## src/hw/rtl/rdd_pkg.sv

```systemverilog
// ----------------------------------------------------------------------------
// rdd_pkg
// Shared types and constants for the relocation delta decoder.
// ----------------------------------------------------------------------------
`default_nettype none

package rdd_pkg;

  localparam int unsigned ByteW   = 8;
  localparam int unsigned WordW   = 32;
  localparam int unsigned BlobW   = 31;
  localparam int unsigned GatherW = 56;
  localparam int unsigned TakenW  = 3;
  localparam int unsigned LenW    = 4;

  // Entry lengths in bytes
  localparam logic [LenW-1:0] LenShort = 4'd2;
  localparam logic [LenW-1:0] LenMid   = 4'd3;
  localparam logic [LenW-1:0] LenLong  = 4'd8;

  // Absolute offset code standing for the footer word (-1)
  localparam logic [WordW-1:0] FooterCode = 32'h3fff_ffff;

  localparam logic [WordW-1:0] TargetShiftRst = 32'h0000_0000;
  localparam logic [BlobW-1:0] BlobStartRst   = 31'h7fff_ffff;

  typedef enum logic {
    CFG_TARGET_SHIFT = 1'b0,
    CFG_BLOB_START   = 1'b1
  } cfg_idx_e;

  // One input beat
  typedef struct packed {
    logic [ByteW-1:0] data_byte;
    logic             list_start;
  } in_beat_t;

  // One decoded entry
  typedef struct packed {
    logic [WordW-1:0] entry_offset;
    logic [WordW-1:0] original_value;
    logic [WordW-1:0] patched_value;
    logic             bad_offset;
  } result_t;

endpackage : rdd_pkg

`default_nettype wire

```

## src/hw/rtl/rdd_in_reg.sv

```systemverilog
// ----------------------------------------------------------------------------
// rdd_in_reg
// Input register: holds one byte beat until the decode stage takes it.
// ----------------------------------------------------------------------------
`default_nettype none

module rdd_in_reg
  import rdd_pkg::*;
(
  input  logic     clk_i,
  input  logic     rst_ni,
  input  logic     in_valid_i,
  output logic     in_ready_o,
  input  in_beat_t in_beat_i,
  input  logic     take_i,      // decode stage can consume a beat
  output logic     fire_o,      // held beat consumed this cycle
  output in_beat_t beat_o
);

  logic     valid_q, valid_d;
  in_beat_t beat_q;

  assign fire_o     = valid_q && take_i;
  assign in_ready_o = !valid_q || take_i;
  assign beat_o     = beat_q;

  always_comb begin
    valid_d = valid_q;
    if (in_valid_i && in_ready_o) begin
      valid_d = 1'b1;
    end else if (fire_o) begin
      valid_d = 1'b0;
    end
  end

  always_ff @(posedge clk_i or negedge rst_ni) begin
    if (!rst_ni) begin
      valid_q <= 1'b0;
    end else begin
      valid_q <= valid_d;
    end
  end

  always_ff @(posedge clk_i) begin
    if (in_valid_i && in_ready_o) begin
      beat_q <= in_beat_i;
    end
  end

endmodule : rdd_in_reg

`default_nettype wire

```

## src/hw/rtl/rdd_decode.sv

```systemverilog
// ----------------------------------------------------------------------------
// rdd_decode
// Entry gathering state and single-pass decode of the completing byte.
// ----------------------------------------------------------------------------
`default_nettype none

module rdd_decode
  import rdd_pkg::*;
(
  input  logic             clk_i,
  input  logic             rst_ni,
  input  logic             fire_i,
  input  in_beat_t         beat_i,
  input  logic [WordW-1:0] target_shift_i,
  input  logic [BlobW-1:0] blob_start_i,
  output logic             res_valid_o,
  output result_t          res_o
);

  logic [WordW-1:0]   last_off_q, last_off_d;
  logic [WordW-1:0]   last_cont_q, last_cont_d;
  logic [GatherW-1:0] gath_q, gath_d;
  logic [TakenW-1:0]  taken_q, taken_d;
  logic [LenW-1:0]    len_q, len_d;

  logic [WordW-1:0]  off_base, cont_base;
  logic [TakenW-1:0] taken_eff;
  logic              is_first, is_more;
  logic [ByteW-1:0]  b, b0, b1;
  logic [WordW-1:0]  step, delta, offs, cont;
  logic [2:0]        step_mul;

  assign b         = beat_i.data_byte;
  assign off_base  = beat_i.list_start ? '0 : last_off_q;
  assign cont_base = beat_i.list_start ? '0 : last_cont_q;
  assign taken_eff = beat_i.list_start ? '0 : taken_q;
  assign is_first  = (taken_eff == '0);
  assign is_more   = (({1'b0, taken_eff} + 4'd1) < len_q);

  // Value of the entry completed by this byte
  always_comb begin
    b0       = '0;
    b1       = '0;
    step_mul = '0;
    step     = '0;
    delta    = '0;
    offs     = '0;
    cont     = '0;
    if (len_q == LenShort) begin
      b0       = gath_q[7:0];
      step_mul = {1'b0, b0[6:5]} + 3'd1;
      step     = {27'd0, step_mul, 2'b00};
      delta    = {{19{b0[4]}}, b0[4:0], b};
      offs     = off_base + step;
      cont     = cont_base + delta;
    end else if (len_q == LenMid) begin
      b0       = gath_q[15:8];
      b1       = gath_q[7:0];
      step_mul = {1'b0, b0[5:4]} + 3'd1;
      step     = {27'd0, step_mul, 2'b00};
      delta    = {{12{b0[3]}}, b0[3:0], b1, b};
      offs     = off_base + step;
      cont     = cont_base + delta;
    end else begin
      offs = (gath_q[55:24] == FooterCode) ? '1 : gath_q[55:24];
      cont = {gath_q[23:0], b};
    end
  end

  assign res_valid_o          = fire_i && !is_first && !is_more;
  assign res_o.entry_offset   = offs;
  assign res_o.original_value = cont;
  assign res_o.patched_value  = cont + target_shift_i;
  assign res_o.bad_offset     = offs[WordW-1] ? (offs != '1) : (offs[BlobW-1:0] >= blob_start_i);

  always_comb begin
    last_off_d  = last_off_q;
    last_cont_d = last_cont_q;
    gath_d      = gath_q;
    taken_d     = taken_q;
    len_d       = len_q;
    if (fire_i) begin
      last_off_d  = off_base;
      last_cont_d = cont_base;
      if (is_first) begin
        if (b[7]) begin
          len_d = LenShort;
        end else if (b[6]) begin
          len_d = LenMid;
        end else begin
          len_d = LenLong;
        end
        gath_d  = {{(GatherW-ByteW){1'b0}}, b};
        taken_d = 3'd1;
      end else if (is_more) begin
        gath_d  = {gath_q[GatherW-ByteW-1:0], b};
        taken_d = taken_eff + 3'd1;
      end else begin
        gath_d      = '0;
        taken_d     = '0;
        len_d       = '0;
        last_off_d  = offs;
        last_cont_d = cont;
      end
    end
  end

  always_ff @(posedge clk_i or negedge rst_ni) begin
    if (!rst_ni) begin
      last_off_q  <= '0;
      last_cont_q <= '0;
      gath_q      <= '0;
      taken_q     <= '0;
      len_q       <= '0;
    end else begin
      last_off_q  <= last_off_d;
      last_cont_q <= last_cont_d;
      gath_q      <= gath_d;
      taken_q     <= taken_d;
      len_q       <= len_d;
    end
  end

endmodule : rdd_decode

`default_nettype wire

```

## src/hw/rtl/rdd_out_reg.sv

```systemverilog
// ----------------------------------------------------------------------------
// rdd_out_reg
// Result register: holds one decoded entry until the sink takes it.
// ----------------------------------------------------------------------------
`default_nettype none

module rdd_out_reg
  import rdd_pkg::*;
(
  input  logic    clk_i,
  input  logic    rst_ni,
  input  logic    res_valid_i,
  input  result_t res_i,
  output logic    take_o,       // register free or emptying this cycle
  output logic    out_valid_o,
  input  logic    out_ready_i,
  output result_t out_o
);

  logic    valid_q, valid_d;
  result_t res_q;

  assign take_o      = !valid_q || out_ready_i;
  assign out_valid_o = valid_q;
  assign out_o       = res_q;

  always_comb begin
    valid_d = valid_q;
    if (take_o) begin
      valid_d = res_valid_i;
    end
  end

  always_ff @(posedge clk_i or negedge rst_ni) begin
    if (!rst_ni) begin
      valid_q <= 1'b0;
    end else begin
      valid_q <= valid_d;
    end
  end

  always_ff @(posedge clk_i) begin
    if (take_o && res_valid_i) begin
      res_q <= res_i;
    end
  end

endmodule : rdd_out_reg

`default_nettype wire

```

## src/hw/rtl/relocation_delta_decoder.sv

```systemverilog
// ----------------------------------------------------------------------------
// relocation_delta_decoder
// Byte-serial decoder for delta-coded relocation entries.
// ----------------------------------------------------------------------------
//
//  channel  | dir | beat contents
//  ---------+-----+----------------------------------------------------------
//  s_axis   | in  | tdata[7:0] data_byte, tuser list_start
//  m_axis   | out | tdata[31:0] entry_offset, [63:32] original_value,
//           |     | [95:64] patched_value; tuser bad_offset
//  cfg      | in  | idx 0 target_shift (32 b), idx 1 blob_start (31 b)
//
//  One byte per clock sustained while the sink keeps up. A byte is held in the
//  input register, decoded in one pass against the gathering state and, if it
//  ends an entry, lands in the result register.
//  Reset clears the gathering state, previous offset and contents, and sets
//  the registers to shift 0 and blob start 0x7fffffff.
//  A stalled sink stops the input only once both registers hold a beat.
//
`default_nettype none

module relocation_delta_decoder
  import rdd_pkg::*;
(
  input  logic        clk_i,
  input  logic        rst_ni,
  // byte stream in
  input  logic        s_axis_tvalid,
  output logic        s_axis_tready,
  input  logic [7:0]  s_axis_tdata,   // [7:0] data_byte
  input  logic        s_axis_tuser,   // [0] list_start
  // decoded entries out
  output logic        m_axis_tvalid,
  input  logic        m_axis_tready,
  output logic [95:0] m_axis_tdata,   // [31:0] entry_offset, [63:32] original_value,
                                      // [95:64] patched_value
  output logic        m_axis_tuser,   // [0] bad_offset
  // register writes
  input  logic        cfg_we_i,
  input  logic        cfg_idx_i,
  input  logic [31:0] cfg_data_i
);

  logic [WordW-1:0] target_shift_q;
  logic [BlobW-1:0] blob_start_q;

  in_beat_t in_beat, beat;
  logic     take, fire;
  logic     res_valid;
  result_t  res, out_res;

  // Configuration registers; the user must write them only while idle, the block itself does not enforce it
  always_ff @(posedge clk_i or negedge rst_ni) begin
    if (!rst_ni) begin
      target_shift_q <= TargetShiftRst;
      blob_start_q   <= BlobStartRst;
    end else if (cfg_we_i) begin
      if (cfg_idx_e'(cfg_idx_i) == CFG_TARGET_SHIFT) begin
        target_shift_q <= cfg_data_i;
      end else begin
        blob_start_q <= cfg_data_i[BlobW-1:0];
      end
    end
  end

  assign in_beat.data_byte  = s_axis_tdata;
  assign in_beat.list_start = s_axis_tuser;

  rdd_in_reg u_in_reg (
    .clk_i      (clk_i),
    .rst_ni     (rst_ni),
    .in_valid_i (s_axis_tvalid),
    .in_ready_o (s_axis_tready),
    .in_beat_i  (in_beat),
    .take_i     (take),
    .fire_o     (fire),
    .beat_o     (beat)
  );

  rdd_decode u_decode (
    .clk_i          (clk_i),
    .rst_ni         (rst_ni),
    .fire_i         (fire),
    .beat_i         (beat),
    .target_shift_i (target_shift_q),
    .blob_start_i   (blob_start_q),
    .res_valid_o    (res_valid),
    .res_o          (res)
  );

  rdd_out_reg u_out_reg (
    .clk_i       (clk_i),
    .rst_ni      (rst_ni),
    .res_valid_i (res_valid),
    .res_i       (res),
    .take_o      (take),
    .out_valid_o (m_axis_tvalid),
    .out_ready_i (m_axis_tready),
    .out_o       (out_res)
  );

  assign m_axis_tdata = {out_res.patched_value, out_res.original_value, out_res.entry_offset};
  assign m_axis_tuser = out_res.bad_offset;

endmodule : relocation_delta_decoder

`default_nettype wire

```

## config.mk

```make
export PLATFORM = sky130hd
export DESIGN_NAME = relocation_delta_decoder
export DESIGN_NICKNAME = d
export VERILOG_FILES = /design/src/hw/rtl/rdd_pkg.sv /design/src/hw/rtl/rdd_in_reg.sv /design/src/hw/rtl/rdd_decode.sv /design/src/hw/rtl/rdd_out_reg.sv /design/src/hw/rtl/relocation_delta_decoder.sv
export SDC_FILE = /design/constraint.sdc
export NUM_CORES = 1
export LEC_CHECK = 0
export ABC_CLOCK_PERIOD_IN_PS = 6600
export BUFFER_PORTS_ARGS = -buffer_cell sky130_fd_sc_hd__buf_2
export CAP_MARGIN = 20
export CORE_UTILIZATION = 25
export CTS_BUF_LIST = sky130_fd_sc_hd__clkbuf_16
export DETAILED_ROUTE_END_ITERATION = 10
export GPL_TIMING_DRIVEN = 0
export PLACE_DENSITY_LB_ADDON = 0.2
export SYNTH_ARGS = -nofsm -noshare
export SYNTH_HDL_FRONTEND = slang
export SYNTH_SLANG_ARGS = --single-unit
```

## constraint.sdc

```tcl
create_clock -name clk_i -period 6.6 [get_ports clk_i]
set_input_delay 0 -clock clk_i [delete_from_list [all_inputs] [get_ports clk_i]]
set_output_delay 0 -clock clk_i [all_outputs]
set_load 0.05 [all_outputs]
```

==> flow_summary.ini, run 1 <==
[power]
comb_power_share = 0.538
vdd_drop_max_uv = 173
switching_share = 0.470
pwr-share-clk = 0.195
total_power_w = 0.0110
seqPwrFrac = 0.268
p_int_w = 0.00585
p_per_area_nw_per_um2 = 489
p_leak_nw = 9.56
net-switching-power_w = 0.00519

[yosys]
synth_fp_nets = 2009
syn_inst = 1840
ys_ff_latch = 297
synth_edf_count = 106
synth_ff_type = dfrtp_1
yosysTopAreaCell = dfrtp_1
synth_top_family_by_area = compound AO/OA/AOI/OAI gates
synth_seq_area_share = 0.434
synth_compound_area_frac = 0.205
synth.top_cell.area_share = 0.217
synthMuxAreaShare = 0.0440
yosysUniqueCellTypes = 88
synth_warnings = 0
synth-simple-area-share = 0.144
synthArstFlopShare = 0.643
syn_area_per_cell_um2 = 10.0
netlist_area_um2 = 18400
synth-adder-area-share = 0.0855
synth_area_leaders = dfrtp_1 22%, edfxtp_1 17%, ha_1 8.0%, a22o_1 4.5%, dfstp_2 4.4%
synth-xor-area-share = 0.0522

[final_layout]
n_antenna_cell = 0
final_core_util = 0.309
drive_gt1_frac = 0.190
nets = 2253
syn2layout_area_growth_pct = 22.3
fin_area_um2 = 22600
n_fill_cell = 7484
multi_input_area_um2 = 10000
seqCellArea_um2 = 8000

[sta]
period_needed_ns = 6.35
finClkSkew_ns = 0.0408
fin_crit_sh = 0.963
fmax_mhz = 157
hold_viol_final = 0
worstMarginPinSlew_ns = 1.14
slew_headroom = 0.233
drv_slew = 0
setup_viol = 0

[grt]
grt_pass1_wl_um = 102000
grt_pass1_vias = 15700
antenna_found_initial = 0
grt_use_total = 0.182
grt_max_degree = 100
grt-ovfl-total = 0

[floorplan]
fp.dieW_um = 274
die_area_um2 = 74900
core_um2 = 73000
chipHeight_um = 274
initial_utilization = 0.253
rows = 99
num_io_pins = 146

[worst_setup_path]
cp.required_ns = 6.94
end_kind = flip-flop
crit_arrival_ns = 6.70
start_kind = flip-flop
r2r-start = u_in_reg.beat_o[0]
r2r_end = u_out_reg.out_o[31]
r2r_cells = 25
crit_fanout = 10
critPathLaunch = u_in_reg.beat_o[0]
endpoint = u_out_reg.out_o[31]
path_class = flip-flop to flip-flop
rrSetupSlack_ns = 0.25

[cts]
clock-root-buffer = clkbuf_16
cts_tree = built
clk_latency_ns = 0.56
cts-buffers-inserted = 37
htreeDepth = 2
cts.clk_slew.worst_paths_ns = 0.06
cts.sink_count = 297
cts_buffer_depth = 3

[placed_design]
dp_hpwl_um = 51900
place_area_um2 = 20500
io_buffers = 145
place_congestion = 0.923

[detailed_routing]
viasPerCell = 5.10
antenna_left = 0
drt-wirelength-per-cell_um = 22.4
drc = 0
wl_um = 68700
drt-initial-drc-count = 983
vias = 15700
firstDrtPassIters = 5

[flow_run]
maxCapViolations = 0

[min_path]
hp-class = input port to flip-flop

[run_status]
outcome = complete, no violations
==> cell usage in the layout, fill, tap and decap left out, drive strengths merged, types with 13 or more instances in the layout <==
master,netlist,routed
buf,22,184
dfrtp,160,160
nand2,158,158
ha,118,118
a21oi,117,117
o21ai,115,115
edfxtp,106,106
clkbuf,69,105
nor2,96,96
a22o,94,94
inv,78,85
xnor2,77,77
mux2,64,64
nor2b,61,61
a21o,51,51
dlygate4sd3,0,45
nand3,37,37
nand4,33,33
xor2,33,33
dfstp,31,31
nor3,23,23
nor4,22,22
a31oi,21,21
o21a,17,17
and3,16,16
nand2b,15,15
o31ai,14,14
a211oi,14,14
clkinv,2,14
o211ai,13,13
==> worst max-delay path, cell delays in order, from the launching register on <==
cell	delay (ns)
edfxtp_1	0.44
buf_6	0.21
buf_6	0.19
buf_6	0.20
buf_6	0.21
clkbuf_8	0.24
clkbuf_8	0.24
nor2b_1	0.07
ha_1	0.35
a21o_1	0.21
a21oi_1	0.16
nor2_1	0.08
a2111o_1	0.49
buf_4	0.20
a211o_1	0.35
a221oi_2	0.29
xnor2_1	0.19
a221oi_2	0.12
a21oi_1	0.42
ha_1	0.41
a21o_1	0.19
a21o_1	0.22
a21o_1	0.19
a31oi_1	0.14
o41ai_1	0.09
nor3_1	0.21
==> timing repair <==
| action | in CTS | in global routing |
|---|---|---|
| gates resized for setup | 49 | 30 |
| pin swaps | 5 | 7 |
| hold endpoints to repair | 172 | 0 |
| setup endpoints to repair | 55 | 12 |
| setup buffers | 8 | 4 |
| hold buffers | 45 | 0 |
==> per-layer routing <==
metal / share of wire / wire, um / GRT usage / vias up
met2: 0.48 / 32800 / 0.303 / 417
li1: - / - / - / 7333
met1: 0.44 / 30000 / 0.236 / 7794
met5: 0 / 0 / 0 / -
met3: 0.041 / 2850 / 0.0247 / 124
met4: 0.045 / 3080 / 0.0781 / 0
==> cell type report <==
| cell class | instances | area share |
|---|---|---|
| clock inverters | 29 | 0.0137 |
| plain buffers | 89 | 0.0186 |
| multi-input cells | 1372 | 0.444 |
| well taps | 959 | 0.0532 |
| flip-flops and latches | 297 | 0.355 |
| clock buffers | 38 | 0.0421 |
| repair buffers | 207 | 0.0605 |
| inverters | 80 | 0.0135 |
==> metrics by stage <==
step | TNS [ns] | hold WS, ns | setup slack, ns | std cells
CTS | 0 | 0.0955 | 0.0252 | 3068
floorplan | 0 | -0.296 | 0.555 | 1840
finish | 0 | 0.0545 | 0.246 | 3071
global route | -0.0334 | 0.0711 | -0.0225 | 3071
global placement | -363.49 | 0.180 | -3.17 | 2944
detailed placement | -38.41 | 0.138 | -2.19 | 2949
==> registers in the layout (all words and copies together), names as in the netlist <==
signal                 cells
u_out_reg.out_o           97
u_out_reg.out_valid_o      1
u_decode.last_off_q       32
u_decode.taken_q           3
u_in_reg.valid_q           1
u_in_reg.beat_o            9
u_decode.last_cont_q      32
blob_start_q              31
u_decode.gath_q           56
target_shift_q            32
u_decode.len_q             3
==> power groups by stage <==
stage / Sequential (W) / Clock [W] / Combinational [W]
after floorplan: 0.00346 / 0 / 0.00330
after global placement: 0.00302 / 0 / 0.00554
after detailed placement: 0.00299 / 0 / 0.00561
after CTS: 0.00295 / 0.00222 / 0.00581
after global routing: 0.00301 / 0.00228 / 0.00645
final: 0.00296 / 0.00215 / 0.00593
==> synth_stat cells (10+ instances only) <==
master / n
o22ai_1: 12
o31ai_1: 14
dfrtp_1: 160
a31oi_1: 20
nor2b_1: 59
dfstp_2: 31
nand4_1: 33
xor2_1: 33
a21oi_1: 116
buf_2: 14
nand2_1: 158
or3_1: 11
edfxtp_1: 106
o21ai_0: 106
and3_1: 16
a211oi_1: 12
ha_1: 118
nand3_1: 37
mux2_2: 64
nor2_1: 96
o211ai_1: 11
nand2b_1: 14
a21o_1: 51
nor3_1: 22
clkbuf_1: 69
o21a_1: 17
xnor2_1: 77
o21bai_1: 10
a22o_1: 94
inv_1: 78
and2_1: 10
nor4_1: 19
==> cells by family after synthesis <==
logic type,Yosys count
AND/OR/NAND/NOR,519
buffers and inverters,171
flip-flops,297
AO/OA/AOI/OAI,546
adder cells (fa/ha/maj),124
multiplexers,73
XOR/XNOR,110
==> worst min path at each step <==
stage / startpoint / cells past startpoint / end
6_report: cfg_we_i / 3 / blob_start_q[30]
4_1_cts: cfg_we_i / 3 / blob_start_q[30]
5_1_grt: cfg_we_i / 3 / blob_start_q[30]
2_1_floorplan: rst_ni / 0 / target_shift_q[0]
3_5_place_dp: rst_ni / 1 / target_shift_q[1]
3_3_place_gp: s_axis_tdata[3] / 1 / u_in_reg.beat_o[4]
No activity file was read; power rests on OpenSTA's default activity.
==> run 2, diff against run 1 <==
GPL_TIMING_DRIVEN = default   (was 0)
==> run 2 against run 1 <==
  * Power fell by 3.6%
  * Utilization fell by 0.56 points
  * Clock power fell by 4%
  * Clock skew fell by 0.015 ns
  * Setup slack improved by 0.35 ns
  * Via count fell by 3.7%
  * Critical path type unchanged
  * Highest routed layer is now met5
  * Sequential cell count did not move
==> flow_summary.ini, run 2 (same netlist as run 1, synthesis figures left out) <==
[floorplan]
chipHeight_um = 274
fp.dieW_um = 274
core_um2 = 73000
num_io_pins = 146
rows = 99
die_area_um2 = 74900
initial_utilization = 0.253

[worst_setup_path]
path_class = flip-flop to flip-flop
crit_arrival_ns = 6.29
r2r_end = u_out_reg.out_o[31]
rrSetupSlack_ns = 0.60
crit_fanout = 43
start_kind = flip-flop
r2r-start = u_in_reg.beat_o[0]
r2r_cells = 19
cp.required_ns = 6.89
end_kind = flip-flop

[detailed_routing]
wl_um = 63100
vias = 15100
firstDrtPassIters = 5
drc = 0
viasPerCell = 5.00
drt-wirelength-per-cell_um = 20.9
drt-initial-drc-count = 916
antenna_left = 0

[grt]
grt_use_total = 0.167
grt_pass1_vias = 15200
grt_pass1_wl_um = 95700
grt-ovfl-total = 0
grt_max_degree = 98
antenna_found_initial = 3

[sta]
period_needed_ns = 6.00
fin_crit_sh = 0.910
fin_tns_setup_ns = 0
worstMarginPinSlew_ns = 1.11
finClkSkew_ns = 0.0256
rsz0062_at_grt = false
setup_viol = 0
fmax_mhz = 167
hold_viol_final = 0
slew_headroom = 0.256
drv_slew = 0

[power]
p_per_area_nw_per_um2 = 480
p_leak_nw = 9.52
vdd_drop_max_uv = 177
total_power_w = 0.0106

[placed_design]
dp_hpwl_um = 46500
place_congestion = 0.908
io_buffers = 145

[cts]
cts_tree = built
cts.sink_count = 297
cts-buffers-inserted = 38
htreeDepth = 2
cts.clk_slew.worst_paths_ns = 0.06
clk_latency_ns = 0.57
clock-root-buffer = clkbuf_16
cts_buffer_depth = 3
cts_setup_buffers = 0

[final_layout]
layout_commonest_cell = dfrtp_1
drive_gt1_frac = 0.186
nets = 2200
largest_register_ffs = 97
n_antenna_cell = 0
final_cell_mix = 160 x dfrtp_1, 157 x nand2_1, 144 x buf_2
n_fill_cell = 7467
syn2layout_area_growth_pct = 20.1

[flow_run]
maxCapViolations = 0

[min_path]
hp-class = input port to asynchronous set/reset pin

[run_status]
outcome = complete, no violations
-- run 2: cell types whose count changed in the layout (fill, tap and decap cells not counted), sizes merged --
| cell | change |
|---|---|
| bufinv | -2 |
| buf | +12 |
| clkinv | -2 |
| inv | +6 |
| clkinvlp | -1 |
| clkbuf | -65 |
-- run 2: critical path, cell delays in order, from the launching register on --
cell and delay (ns):
edfxtp_1 0.69, buf_4 0.39, buf_4 0.50, nor2b_2 0.16, xnor2_1 0.16, nor2_1 0.20, o21ai_1 0.23, o211ai_1 0.56
a21bo_2 0.27, a31oi_1 0.11, xnor2_1 0.16, a211oi_1 0.34, nor2_1 0.15, ha_1 0.34, a21oi_1 0.28, o21ai_0 0.16
a21oi_1 0.33, nand2b_1 0.22, o41ai_1 0.36, nor3_1 0.08
-- run 2: how the worst max path moves through the flow --
stage | from | to | slack, ns
6_report | u_in_reg.beat_o[0] | u_out_reg.out_o[31] | 0.60
5_1_grt | u_in_reg.beat_o[0] | u_out_reg.out_o[31] | 0.11
4_1_cts | u_in_reg.beat_o[0] | u_out_reg.out_o[27] | 0.42
3_5_place_dp | u_in_reg.beat_o[0] | u_out_reg.out_o[27] | 0.46
3_3_place_gp | u_in_reg.beat_o[0] | u_out_reg.out_o[31] | 0.46
2_1_floorplan | u_in_reg.beat_o[0] | u_out_reg.out_o[27] | 0.56
-- run 2: cell type report --
type                       instances  area, um2  share of cell area
clock buffer                      39        976              0.0440
clock inverter                    30        240              0.0108
inverter                          80        305              0.0138
multi-input combinational       1372       9820               0.443
sequential                       297       8000               0.361
tap                              959       1200              0.0541
timing repair buffer             242       1620              0.0731
-- run 2: power breakdown --
part | switching, W | total (W) | internal (W) | leakage (nW)
Sequential | 0.000414 | 0.00301 | 0.00260 | 3.43
Clock | 0.000844 | 0.00207 | 0.00122 | 0.630
Combinational | 0.00365 | 0.00556 | 0.00191 | 5.46
-- run 2: timing repair --
action / 4_1_cts / 5_1_grt
setup endpoints to repair: 0 / 2
hold buffers: 45 / 0
endpoints found under the hold margin: 168 / 0
resized for setup: 0 / 2
-- run 2: metrics by stage --
stage	instances	hold slack [ns]	instance area, um2	util	worst slack, ns
after floorplan	1840	-0.296	18400	-	0.555
after global placement	2904	0.168	20500	0.280	0.465
after detailed placement	2905	0.164	20500	0.281	0.456
after CTS	3019	0.124	22200	0.304	0.416
after global routing	3019	0.137	22200	0.304	0.111
final	3019	0.135	22200	0.304	0.595
-- run 2: metal layers --
layer | part of all wire | up-vias | global-route usage
met4 | 0.033 | 4 | 0.0606
met3 | 0.032 | 98 | 0.0207
li1 | - | 7226 | -
met5 | 0.00041 | - | 0
met2 | 0.50 | 290 | 0.290
met1 | 0.43 | 7477 | 0.211
